--- config.mk ---
export PLATFORM = sky130hd
export DESIGN_NAME = rc_pwm_capture_average
export DESIGN_NICKNAME = d
export VERILOG_FILES = /design/src/rtl/rpca_pkg.sv /design/src/rtl/rpca_fifo.sv /design/src/rtl/rpca_front.sv /design/src/rtl/rpca_back.sv /design/src/rtl/rc_pwm_capture_average.sv
export SDC_FILE = /design/constraint.sdc
export NUM_CORES = 2
export LEC_CHECK = 0
export BUFFER_PORTS_ARGS = -buffer_cell sky130_fd_sc_hd__buf_2
export CAP_MARGIN = 20
export CORE_MARGIN = 10
export CORE_UTILIZATION = 45
export CTS_CLUSTER_DIAMETER = 150
export DETAILED_ROUTE_END_ITERATION = 8
export PLACE_DENSITY = 0.66
export SLEW_MARGIN = 20
export SYNTH_ARGS = -nofsm -noshare
export SYNTH_HDL_FRONTEND = slang
export SYNTH_HIERARCHICAL = 1
export SYNTH_SLANG_ARGS = --single-unit
--- constraint.sdc ---
create_clock -name clk -period 18.1 [get_ports clk]
set_clock_uncertainty 0.05 [all_clocks]
set_input_delay 0 -clock clk [delete_from_list [all_inputs] [get_ports clk]]
set_output_delay 0 -clock clk [all_outputs]
set_load 0.01 [all_outputs]
--- src/rtl/rpca_pkg.sv ---
// rpca_pkg: shared constants, types and register indexes for the rc pwm
// capture and averaging block; no dependencies
`timescale 1ns / 1ps

package rpca_pkg;

  // fixed geometry
  localparam int NUM_CHANNELS = 4;
  localparam int CH_W         = 2;
  localparam int SLOTS        = 3;
  localparam int SLOT_W       = 2;
  localparam int TS_W         = 32;
  localparam int CFG_W        = 12;
  localparam int CFG_IDX_W    = 1;
  localparam int OUT_W        = 17;

  // defaults for top level parameters
  localparam int WIDTH_BITS_DEF  = 16;
  localparam int QUEUE_DEPTH_DEF = 4;

  // register reset values
  localparam logic [CFG_W-1:0] RESET_OFFSET    = 12'd1500;
  localparam logic [CFG_W-1:0] RESET_THRESHOLD = 12'd300;

  // divide by three: magnitudes are clamped to 3 * 2^16, then multiplied by
  // ceil(2^19 / 3) and shifted, which is exact over that range
  localparam int              MAG_W       = 18;
  localparam logic [MAG_W-1:0] MAG_CLAMP  = 18'd196608;
  localparam logic [MAG_W-1:0] RECIP_3    = 18'd174763;
  localparam int              RECIP_SHIFT = 19;
  localparam logic [OUT_W-1:0] OUT_POS_MAX = 17'h0FFFF;

  // configuration register indexes
  localparam logic [CFG_IDX_W-1:0] REG_PULSE_OFFSET = 1'b0;
  localparam logic [CFG_IDX_W-1:0] REG_CV_THRESHOLD = 1'b1;

  // control part of a command from the front to the back
  typedef struct packed {
    logic [CH_W-1:0]   ch;
    logic [SLOT_W-1:0] slot;
    logic              falling;
  } cmd_ctl_t;

  // one result transaction
  typedef struct packed {
    logic [OUT_W-1:0] velocity_x;
    logic [OUT_W-1:0] velocity_y;
    logic [OUT_W-1:0] rotation;
    logic             cv_mode;
  } result_t;

endpackage

--- src/rtl/rpca_fifo.sv ---
// rpca_fifo: small register based queue with push/full and pop/empty sides
// depends on nothing but its parameters
`timescale 1ns / 1ps

module rpca_fifo #(
  parameter int WIDTH = 8,
  parameter int DEPTH = 4
) (
  input  logic             clk,
  input  logic             rst,
  input  logic             push,
  input  logic [WIDTH-1:0] wdata,
  output logic             full,
  input  logic             pop,
  output logic [WIDTH-1:0] rdata,
  output logic             empty
);

  localparam int PTR_W = (DEPTH > 1) ? $clog2(DEPTH) : 1;
  localparam int CNT_W = $clog2(DEPTH + 1);
  localparam logic [PTR_W-1:0] LAST = PTR_W'(DEPTH - 1);
  localparam logic [CNT_W-1:0] FULL_CNT = CNT_W'(DEPTH);

  logic [WIDTH-1:0] mem [DEPTH];
  logic [PTR_W-1:0] wr_ptr;
  logic [PTR_W-1:0] rd_ptr;
  logic [CNT_W-1:0] count;
  logic             do_push;
  logic             do_pop;

  assign full    = (count == FULL_CNT);
  assign empty   = (count == '0);
  assign do_push = push && !full;
  assign do_pop  = pop && !empty;
  assign rdata   = mem[rd_ptr];

  // pointers and fill count
  always_ff @(posedge clk) begin
    if (rst) begin
      wr_ptr <= '0;
      rd_ptr <= '0;
      count  <= '0;
    end else begin
      if (do_push) begin
        wr_ptr <= (wr_ptr == LAST) ? '0 : wr_ptr + 1'b1;
      end
      if (do_pop) begin
        rd_ptr <= (rd_ptr == LAST) ? '0 : rd_ptr + 1'b1;
      end
      if (do_push && !do_pop) begin
        count <= count + 1'b1;
      end else if (do_pop && !do_push) begin
        count <= count - 1'b1;
      end
    end
  end

  // storage
  always_ff @(posedge clk) begin
    if (do_push) begin
      mem[wr_ptr] <= wdata;
    end
  end

endmodule

--- src/rtl/rpca_front.sv ---
// rpca_front: accepts edge events, keeps start times and slot indexes,
// measures pulse widths; uses rpca_pkg
`timescale 1ns / 1ps

module rpca_front #(
  parameter int WIDTH_BITS = rpca_pkg::WIDTH_BITS_DEF
) (
  input  logic                        clk,
  input  logic                        rst,
  input  logic                        push,
  output logic                        full,
  input  logic [rpca_pkg::CH_W-1:0]   channel,
  input  logic                        level,
  input  logic [rpca_pkg::TS_W-1:0]   timestamp_us,
  input  logic                        cmd_full,
  output logic                        cmd_push,
  output rpca_pkg::cmd_ctl_t          cmd_ctl,
  output logic [WIDTH_BITS-1:0]       cmd_width
);

  localparam logic [rpca_pkg::SLOT_W-1:0] LAST_SLOT =
    rpca_pkg::SLOT_W'(rpca_pkg::SLOTS - 1);

  logic [rpca_pkg::TS_W-1:0]   start_time [rpca_pkg::SLOTS][rpca_pkg::NUM_CHANNELS];
  logic [rpca_pkg::SLOT_W-1:0] slot_index [rpca_pkg::NUM_CHANNELS];
  logic [rpca_pkg::SLOT_W-1:0] slot;
  logic [rpca_pkg::SLOT_W-1:0] slot_next;
  logic [rpca_pkg::TS_W-1:0]   raw_width;
  logic                        accept;

  assign full     = cmd_full;
  assign accept   = push && !cmd_full;
  assign cmd_push = accept;

  // current slot of the channel; an out of range index falls back to slot zero
  always_comb begin
    slot = slot_index[channel];
    if (slot > LAST_SLOT) begin
      slot = '0;
    end
    slot_next = (slot == LAST_SLOT) ? '0 : slot + 1'b1;
  end

  // width since the slot's start time, saturated to the width field
  assign raw_width = timestamp_us - start_time[slot][channel];

  always_comb begin
    if ((raw_width >> WIDTH_BITS) != '0) begin
      cmd_width = '1;
    end else begin
      cmd_width = raw_width[WIDTH_BITS-1:0];
    end
    cmd_ctl.ch      = channel;
    cmd_ctl.slot    = slot;
    cmd_ctl.falling = !level;
  end

  // start times and slot indexes
  always_ff @(posedge clk) begin
    if (rst) begin
      for (int s = 0; s < rpca_pkg::SLOTS; s++) begin
        for (int c = 0; c < rpca_pkg::NUM_CHANNELS; c++) begin
          start_time[s][c] <= '0;
        end
      end
      for (int c = 0; c < rpca_pkg::NUM_CHANNELS; c++) begin
        slot_index[c] <= '0;
      end
    end else if (accept) begin
      if (level) begin
        start_time[slot][channel] <= timestamp_us;
      end else begin
        slot_index[channel] <= slot_next;
      end
    end
  end

endmodule

--- src/rtl/rpca_back.sv ---
// rpca_back: width history and the three stage mean pipeline feeding the
// result queue; uses rpca_pkg
`timescale 1ns / 1ps

module rpca_back #(
  parameter int WIDTH_BITS = rpca_pkg::WIDTH_BITS_DEF
) (
  input  logic                         clk,
  input  logic                         rst,
  input  logic [rpca_pkg::CFG_W-1:0]   pulse_offset,
  input  logic [rpca_pkg::CFG_W-1:0]   cv_threshold,
  input  logic                         cmd_empty,
  input  rpca_pkg::cmd_ctl_t           cmd_ctl,
  input  logic [WIDTH_BITS-1:0]        cmd_width,
  output logic                         cmd_pop,
  input  logic                         res_full,
  output logic                         res_push,
  output rpca_pkg::result_t            res_data
);

  localparam int NCH   = rpca_pkg::NUM_CHANNELS;
  localparam int SUM_W = WIDTH_BITS + 2;
  localparam int DW    = ((SUM_W > rpca_pkg::MAG_W) ? SUM_W : rpca_pkg::MAG_W) + 1;
  localparam int OFF_W = rpca_pkg::CFG_W + 2;
  localparam int MW    = rpca_pkg::MAG_W;
  localparam int PW    = 2 * MW;
  localparam int OW    = rpca_pkg::OUT_W;

  logic [WIDTH_BITS-1:0] hist [rpca_pkg::SLOTS][NCH];
  logic [OFF_W-1:0]      off3;
  logic                  v1, v2, v3;
  logic                  advance;

  logic [DW-1:0] diff_next [NCH];
  logic [DW-1:0] diff      [NCH];
  logic [DW-1:0] abs_d     [NCH];
  logic [MW-1:0] mag_next  [NCH];
  logic [MW-1:0] mag       [NCH];
  logic          neg       [NCH];
  logic [PW-1:0] prod      [NCH];
  logic [OW-1:0] quot      [NCH];
  logic [OW-1:0] mean_out  [NCH];

  // whole pipeline moves unless the last stage is blocked by the result queue
  assign advance  = !(v3 && res_full);
  assign cmd_pop  = advance && !cmd_empty;
  assign res_push = v3 && advance;

  // stage valids and three times the offset
  always_ff @(posedge clk) begin
    if (rst) begin
      v1 <= 1'b0;
      v2 <= 1'b0;
      v3 <= 1'b0;
    end else if (advance) begin
      v1 <= cmd_pop;
      v2 <= v1;
      v3 <= v2;
    end
  end

  always_ff @(posedge clk) begin
    off3 <= {1'b0, pulse_offset, 1'b0} + {2'b00, pulse_offset};
  end

  // width history, written by falling edge transactions
  always_ff @(posedge clk) begin
    if (rst) begin
      for (int s = 0; s < rpca_pkg::SLOTS; s++) begin
        for (int c = 0; c < NCH; c++) begin
          hist[s][c] <= WIDTH_BITS'(rpca_pkg::RESET_OFFSET);
        end
      end
    end else if (cmd_pop && cmd_ctl.falling) begin
      hist[cmd_ctl.slot][cmd_ctl.ch] <= cmd_width;
    end
  end

  // per channel sum of the three widths minus three offsets
  always_comb begin
    for (int c = 0; c < NCH; c++) begin
      diff_next[c] = DW'(hist[0][c]) + DW'(hist[1][c]) + DW'(hist[2][c]) - DW'(off3);
    end
  end

  // magnitude, clamped where the mean would overflow the output anyway
  always_comb begin
    for (int c = 0; c < NCH; c++) begin
      abs_d[c] = diff[c][DW-1] ? (~diff[c] + 1'b1) : diff[c];
      if (abs_d[c] >= DW'(rpca_pkg::MAG_CLAMP)) begin
        mag_next[c] = rpca_pkg::MAG_CLAMP;
      end else begin
        mag_next[c] = abs_d[c][MW-1:0];
      end
    end
  end

  always_ff @(posedge clk) begin
    if (advance) begin
      for (int c = 0; c < NCH; c++) begin
        diff[c] <= diff_next[c];
        mag[c]  <= mag_next[c];
        neg[c]  <= diff[c][DW-1];
      end
    end
  end

  // divide by three, restore sign, saturate positive side
  always_comb begin
    for (int c = 0; c < NCH; c++) begin
      prod[c] = PW'(mag[c]) * PW'(rpca_pkg::RECIP_3);
      quot[c] = prod[c][rpca_pkg::RECIP_SHIFT +: OW];
      if (neg[c]) begin
        mean_out[c] = ~quot[c] + 1'b1;
      end else if (quot[c] > rpca_pkg::OUT_POS_MAX) begin
        mean_out[c] = rpca_pkg::OUT_POS_MAX;
      end else begin
        mean_out[c] = quot[c];
      end
    end
    res_data.velocity_x = mean_out[0];
    res_data.velocity_y = mean_out[1];
    res_data.rotation   = mean_out[2];
    res_data.cv_mode    = !neg[3] && (quot[3] > OW'(cv_threshold));
  end

endmodule

--- src/rtl/rc_pwm_capture_average.sv ---
// rc_pwm_capture_average: top level of the four channel rc pwm capture block
// uses rpca_pkg, rpca_front, rpca_fifo and rpca_back
`timescale 1ns / 1ps

// Each pushed edge event (channel, level, timestamp_us) yields exactly one
// result: the truncated means of the last three pulse widths minus
// pulse_offset for channels 0..2, and cv_mode when channel 3's mean exceeds
// cv_threshold. Rising edges record a start time, falling edges record a width
// (saturated to WIDTH_BITS) and move the channel to its next of three slots.
// One event is taken every cycle while the command queue has room; an
// accepted event waits in the command queue, then passes the history write,
// the sum and the magnitude stages, with the divide by three feeding the
// result queue; a full result queue holds these stages. Both queues hold
// QUEUE_DEPTH transactions, so either side can stall without stopping the
// other at once.
// Configuration writes take effect immediately and belong to idle periods.
module rc_pwm_capture_average #(
  parameter int WIDTH_BITS  = rpca_pkg::WIDTH_BITS_DEF,
  parameter int QUEUE_DEPTH = rpca_pkg::QUEUE_DEPTH_DEF
) (
  input  logic                            clk,
  input  logic                            rst,
  input  logic                            push,
  output logic                            full,
  input  logic [rpca_pkg::CH_W-1:0]       channel,
  input  logic                            level,
  input  logic [rpca_pkg::TS_W-1:0]       timestamp_us,
  output logic                            empty,
  input  logic                            pop,
  output logic signed [rpca_pkg::OUT_W-1:0] velocity_x,
  output logic signed [rpca_pkg::OUT_W-1:0] velocity_y,
  output logic signed [rpca_pkg::OUT_W-1:0] rotation,
  output logic                            cv_mode,
  input  logic                            cfg_we,
  input  logic [rpca_pkg::CFG_IDX_W-1:0]  cfg_index,
  input  logic [rpca_pkg::CFG_W-1:0]      cfg_data
);

  localparam int CTL_W = $bits(rpca_pkg::cmd_ctl_t);
  localparam int CMD_W = CTL_W + WIDTH_BITS;
  localparam int RES_W = $bits(rpca_pkg::result_t);

  logic [rpca_pkg::CFG_W-1:0] pulse_offset;
  logic [rpca_pkg::CFG_W-1:0] cv_threshold;

  logic                  cmd_push;
  logic                  cmd_full;
  logic                  cmd_pop;
  logic                  cmd_empty;
  rpca_pkg::cmd_ctl_t    front_ctl;
  rpca_pkg::cmd_ctl_t    back_ctl;
  logic [WIDTH_BITS-1:0] front_width;
  logic [WIDTH_BITS-1:0] back_width;
  logic [CMD_W-1:0]      cmd_rdata;

  logic                  res_push;
  logic                  res_full;
  rpca_pkg::result_t     res_wdata;
  rpca_pkg::result_t     res_rdata;
  logic [RES_W-1:0]      res_rbits;

  // configuration registers
  always_ff @(posedge clk) begin
    if (rst) begin
      pulse_offset <= rpca_pkg::RESET_OFFSET;
      cv_threshold <= rpca_pkg::RESET_THRESHOLD;
    end else if (cfg_we) begin
      unique case (cfg_index)
        rpca_pkg::REG_PULSE_OFFSET: pulse_offset <= cfg_data;
        rpca_pkg::REG_CV_THRESHOLD: cv_threshold <= cfg_data;
        default: ;
      endcase
    end
  end

  // event intake and width measurement
  rpca_front #(
    .WIDTH_BITS (WIDTH_BITS)
  ) u_front (
    .clk          (clk),
    .rst          (rst),
    .push         (push),
    .full         (full),
    .channel      (channel),
    .level        (level),
    .timestamp_us (timestamp_us),
    .cmd_full     (cmd_full),
    .cmd_push     (cmd_push),
    .cmd_ctl      (front_ctl),
    .cmd_width    (front_width)
  );

  // command queue between front and back
  rpca_fifo #(
    .WIDTH (CMD_W),
    .DEPTH (QUEUE_DEPTH)
  ) u_cmd_q (
    .clk   (clk),
    .rst   (rst),
    .push  (cmd_push),
    .wdata ({front_ctl, front_width}),
    .full  (cmd_full),
    .pop   (cmd_pop),
    .rdata (cmd_rdata),
    .empty (cmd_empty)
  );

  assign back_ctl   = cmd_rdata[CMD_W-1:WIDTH_BITS];
  assign back_width = cmd_rdata[WIDTH_BITS-1:0];

  // history and mean pipeline
  rpca_back #(
    .WIDTH_BITS (WIDTH_BITS)
  ) u_back (
    .clk          (clk),
    .rst          (rst),
    .pulse_offset (pulse_offset),
    .cv_threshold (cv_threshold),
    .cmd_empty    (cmd_empty),
    .cmd_ctl      (back_ctl),
    .cmd_width    (back_width),
    .cmd_pop      (cmd_pop),
    .res_full     (res_full),
    .res_push     (res_push),
    .res_data     (res_wdata)
  );

  // result queue
  rpca_fifo #(
    .WIDTH (RES_W),
    .DEPTH (QUEUE_DEPTH)
  ) u_res_q (
    .clk   (clk),
    .rst   (rst),
    .push  (res_push),
    .wdata (res_wdata),
    .full  (res_full),
    .pop   (pop),
    .rdata (res_rbits),
    .empty (empty)
  );

  assign res_rdata  = res_rbits;
  assign velocity_x = res_rdata.velocity_x;
  assign velocity_y = res_rdata.velocity_y;
  assign rotation   = res_rdata.rotation;
  assign cv_mode    = res_rdata.cv_mode;

endmodule

# Yosys cells after proc, flatten, opt, wreduce, memory -nomap -nowiden
# Memories as Yosys holds them, arrays and structs flattened. A register that Yosys moved wholly into a read port is not among the register bits.
# Cells that the tools add are included.
# totals
output_inout_bits,54
ram_bits,1028
register_bits,55
memories,8
romBits,0
latchBits,0
# memory_table
name,words,width,rd,rd_clocked_by_memory_dff,wr,line,rtl
u_front.start_time,3,128,1,0,3,rpca_front.sv:24,logic [rpca_pkg::TS_W-1:0] start_time [rpca_pkg::SLOTS][rpca_pkg::NUM_CHANNELS];
u_res_q.mem,4,52,1,1,1,rpca_fifo.sv:24,logic [WIDTH-1:0] mem [DEPTH];
u_back.hist,3,64,3,0,3,rpca_back.sv:29,logic [WIDTH_BITS-1:0] hist [rpca_pkg::SLOTS][NCH];
u_cmd_q.mem,4,21,1,1,1,rpca_fifo.sv:24,
u_back.diff,4,19,4,0,4,rpca_back.sv:35,logic [DW-1:0] diff [NCH];
u_back.mag,4,18,4,0,4,rpca_back.sv:38,logic [MW-1:0] mag [NCH];
2 more memories,--,--,--,--,--,--,
# classes
order_cmp,13
n_addsub,30
n_eq_ne,7
div,0
bitwise,10
shifts,0
multipliers,4
n_reduce_logical,37
mux,63
# op_table
cell,n
$mux W128,3
$mux W64,3
$mul A18 B18 Y36 const B,4
$reduce_or A128 Y1,1
$mux W17,6
$mux W32,3
$add A19 B1 Y19 const B,4
$add A19 B16 Y19,4
$ge A19 B18 Y1 const B,4
$mux W19,4
$not A19 Y19,4
$sub A19 B14 Y19,4
$mux W18,4
$add A16 B16 Y17,4
$bmux W32 S2,1
$demux W32 S2,1
$reduce_or A64 Y1,1
$add A17 B1 Y17 const B,3
$gt A17 B16 Y1 const B,3
$not A17 Y17,3
$demux W16 S2,1
$mux W16,2
$reduce_bool A32 Y1,1
$sub A32 B32 Y32,1
21 further kinds,95

# Depth between registers and ports, before layout
# logic_depth
ltp_word,10
ltp_mapped,30

# Hierarchy
# The synthesis kept the hierarchy.
# by_module_without_submodules
mod,seq_area_each_um2,instances,cells_each,area_each_um2
rpca_back,10670.2,1,4682,46225.6
rpca_front,15615.0,1,1516,23477.5
rpca_fifo (u_res_q),6426.2,1,322,7988.9
rpca_fifo (u_cmd_q),2702.6,1,159,3537.1
rc_pwm_capture_average,480.5,1,99,970.9

# Worst setup path before layout
# Ideal clock, no wire load.
# synth_timing
path_type,register -> register
start,memory u_back/mag[1][1] (netlist name)
end,memory u_res_q/mem[0][31] (netlist name) (data pin)
path_stages_with_launch,25
path_buffers,1
path_slack_ns,11.085
required_time_ns,17.779
arrival_ns,6.694
period_less_slack_ns,7.015
setup_time_ns,0.271
path_cell_list,edfxtp_1 ha_1 inv_1 fa_1 inv_1 fa_1 inv_1 fa_1 inv_1 fa_1 inv_1 fa_1 inv_1 ha_1 and4_4 and3_1 a211oi_2 o21a_4 o21ai_0 xor2_1 or4_4 or4_1 buf_2 or4_1 o311a_1
# synth_lines
item,line
"start, declared",rpca_back.sv:38
"end, declared",rpca_fifo.sv:24

==> impl_metrics.toml <==
[global_route]
grtUsageMet3 = 0.0284
grt_remaining_overflow = 0
grt_first_pass_wirelength_um = 306000
use_met2 = 0.333
grt_start_max_net_pins = 81
grtUsageTotal = 0.195
grt_pass1_vias = 52900
top_usage_layer = "met2"
use_met1 = 0.259
antenna_found_initial = 2

[setup_path]
cp.arrival_ns = 8.05
cp.required_ns = 18.43
endpoint_kind = "flip-flop"
crit_slowest_cell = "fa_1"
slowest_delay_ns = 0.55
reg2reg_to = "u_res_q/mem[0][0]"
crit_fanout = 7
critPathTopFamily = "adder cells"
cp_num_cells = 26
path_class = "flip-flop to flip-flop"
startpoint_type = "flip-flop"
r2r_cells = 26
timing.rr.start = "u_back/mag[3][1]"
regToRegSetupSlack_ns = 10.38
cp_num_buf_inv = 3

[final_layout]
drive_gt1_frac = 0.0980
final_nets = 8361
syn2layout_area_growth_pct = 10.4

[floorplanning]
core_area_sq_um = 181000
die_area_sq_um = 200000
ioPinCount = 107
die_w_um = 447
rows = 156
start_util = 0.454
die_h_um = 447

[logic_synthesis]
seq_area_frac_synth = 0.437
netlist_area_sq_um = 82200
synth_top_area_frac = 0.422
async_flop_share = 0
netlist-cell-type-count = 112
synth_cells = 6778
ys_ff_latch = 1215
synthTopCellsByArea = "edfxtp_1 (42%), fa_1 (13%), ha_1 (12%)"
yosys_warnings = 6
yosys_most_used_dff = "edfxtp_1"
synth-edff-count = 1156
synthTopCellsByCount = "inv_1 (1265), edfxtp_1 (1156), ha_1 (802)"
synth_nets = 8174
yosysMostFrequentCell = "inv_1"
yosysTopAreaCell = "edfxtp_1"
avgSynthCellArea_sq_um = 12.1

[hold_path]
min_to = "pulse_offset[9]"
holdCritStartpoint = "cfg_data[9]"
min_path_type = "input pin to flip-flop"
whs_path_depth = 4

[route]
finalWirelength_um = 195000
drtIter0Drc = 3556
vias = 51300
wl_per_cell_um = 20.7
firstDrtPassIters = 6
antenna_left = 0
routed_via_density = 5.43
drc = 0

[clock_network]
h-tree-depth = 4
root_buffer = "clkbuf_16"
clk_pin_slew_ns = 0.06
ctsHoldBuffers = 73
cts_buffer_depth = 3
postCtsSetupBuffers = 0
cts.sinks = 1215
clkLatencyLatePin_ns = 0.79
cts-buffers-inserted = 136
cts_tree = "yes"
post_cts_resized = 0

[place]
dpl.hpwl_um = 139000
io_buffers = 106
place.gp.congestion = 0.910

[status]
status = "finished, final reports clean"

[sta]
clock.fmax_ghz = 0.130
fin_crit_ns = 7.72
rsz0062_at_grt = "false"
setup-tns-final_ns = 0
tightest_slew_ns = 1.10
drv_slew = 0
period_share = 0.426
hold_viol_final = 0
slew_headroom = 0.256
finalSetupViolCount = 0

[run]
drv_cap = 0
sequential cells by signal (all words and copies together), names as in the netlist, 3 cells and up, named ones only:
| name | flops |
|---|---|
| u_res_q/count | 3 |
| u_back/hist | 192 |
| u_front/start_time | 512 |
| u_back/off3 | 14 |
| u_back/diff | 76 |
| u_back/neg | 4 |
| pulse_offset | 12 |
| u_front/slot_index | 8 |
| cv_threshold | 12 |
| u_cmd_q/mem | 84 |
| u_cmd_q/count | 3 |
| u_back/mag | 72 |
| u_res_q/mem | 208 |
metrics by stage:
step | setup WS [ns] | instance area (sq um) | hold slack, ns | utilization | std cells
floorplan | 11.09 | 82200 | 0.0975 | - | 6778
global route | 9.81 | 90700 | 0.0621 | 0.501 | 9442
global placement | 10.32 | 85400 | 0.238 | 0.471 | 9124
CTS | 10.29 | 90700 | 0.00380 | 0.501 | 9441
finish | 10.38 | 90700 | 0.0951 | 0.501 | 9443
detailed placement | 10.18 | 85400 | 0.251 | 0.471 | 9124
cell type report:
type | count | area, sq um
Clock buffer | 164 | 3560
Timing Repair Buffer | 225 | 1620
Clock inverter | 80 | 1010
Tap cell | 2370 | 2970
Inverter | 1268 | 4790
Fill cell | 15600 | 90400
Multi-Input combinational cell | 4119 | 40900
Antenna cell | 2 | 5.00
Sequential cell | 1215 | 35900
how the worst max path moves through the flow:
| stage | start | slack (ns) | endpoint |
|---|---|---|---|
| finish | u_back/mag[3][1] | 10.38 | u_res_q/mem[0][0] |
| global route | u_back/mag[3][1] | 9.81 | u_res_q/mem[0][0] |
| CTS | u_back/mag[3][1] | 10.29 | u_res_q/mem[0][0] |
| detailed placement | channel[1] | 10.18 | u_cmd_q/mem[2][15] |
| global placement | channel[1] | 10.32 | u_cmd_q/mem[0][4] |
| floorplan | u_back/mag[1][1] | 11.09 | u_res_q/mem[0][31] |
worst reg2reg max path: stages (launching register included):
cell and delay (ns):
edfxtp_1 0.53, ha_1 0.42, xor2_1 0.32, ha_1 0.22
a21oi_1 0.05, fa_1 0.49, inv_1 0.06, fa_1 0.51
fa_1 0.55, inv_1 0.06, fa_1 0.53, inv_1 0.05
ha_1 0.32, nand3_1 0.10, or3_1 0.34, o21ai_0 0.36
o211ai_1 0.22, o21ai_0 0.30, a211oi_1 0.17, o21bai_1 0.22
a21oi_1 0.11, xnor2_1 0.13, ha_1 0.30, nand4_1 0.09
o32a_1 0.28, a21oi_1 0.15, a41oi_1 0.36
cell usage in the layout, fill, tap and decap left out, types with 36 or more instances in the layout:
cell type / n
ha_1: 800
xor2_1: 121
clkbuf_16: 138
nor2_1: 641
or3_1: 44
a21o_1: 61
buf_2: 104
nand2b_1: 50
edfxtp_1: 1156
nor3_1: 123
buf_4: 47
o21ai_0: 123
nand4_1: 36
inv_1: 1265
fa_1: 541
nand2_1: 303
dlygate4sd3_1: 73
nand3_1: 70
xnor2_1: 140
dfxtp_1: 57
a21oi_1: 230
mux4_2: 235
routing by layer:
metal  part of all wire  up-vias
met3              0.055      314
met5           0.000067        -
met2               0.49     1513
met4              0.029        2
met1               0.43    25700
li1                   -    23800
cell families after synthesis:
kind of cell / count (synthesis) / share of synthesized area
mux: 272 / 0.0690
fa+ha+maj: 1343 / 0.254
compound gates: 745 / 0.0599
flops: 1215 / 0.437
xor+xnor: 264 / 0.0283
simple gates: 1495 / 0.0843
buf+inv: 1444 / 0.0680
Power is left out: the tool's default activity adds up to more than one toggle a clock period on the data nets, which glitch-free logic cannot reach.
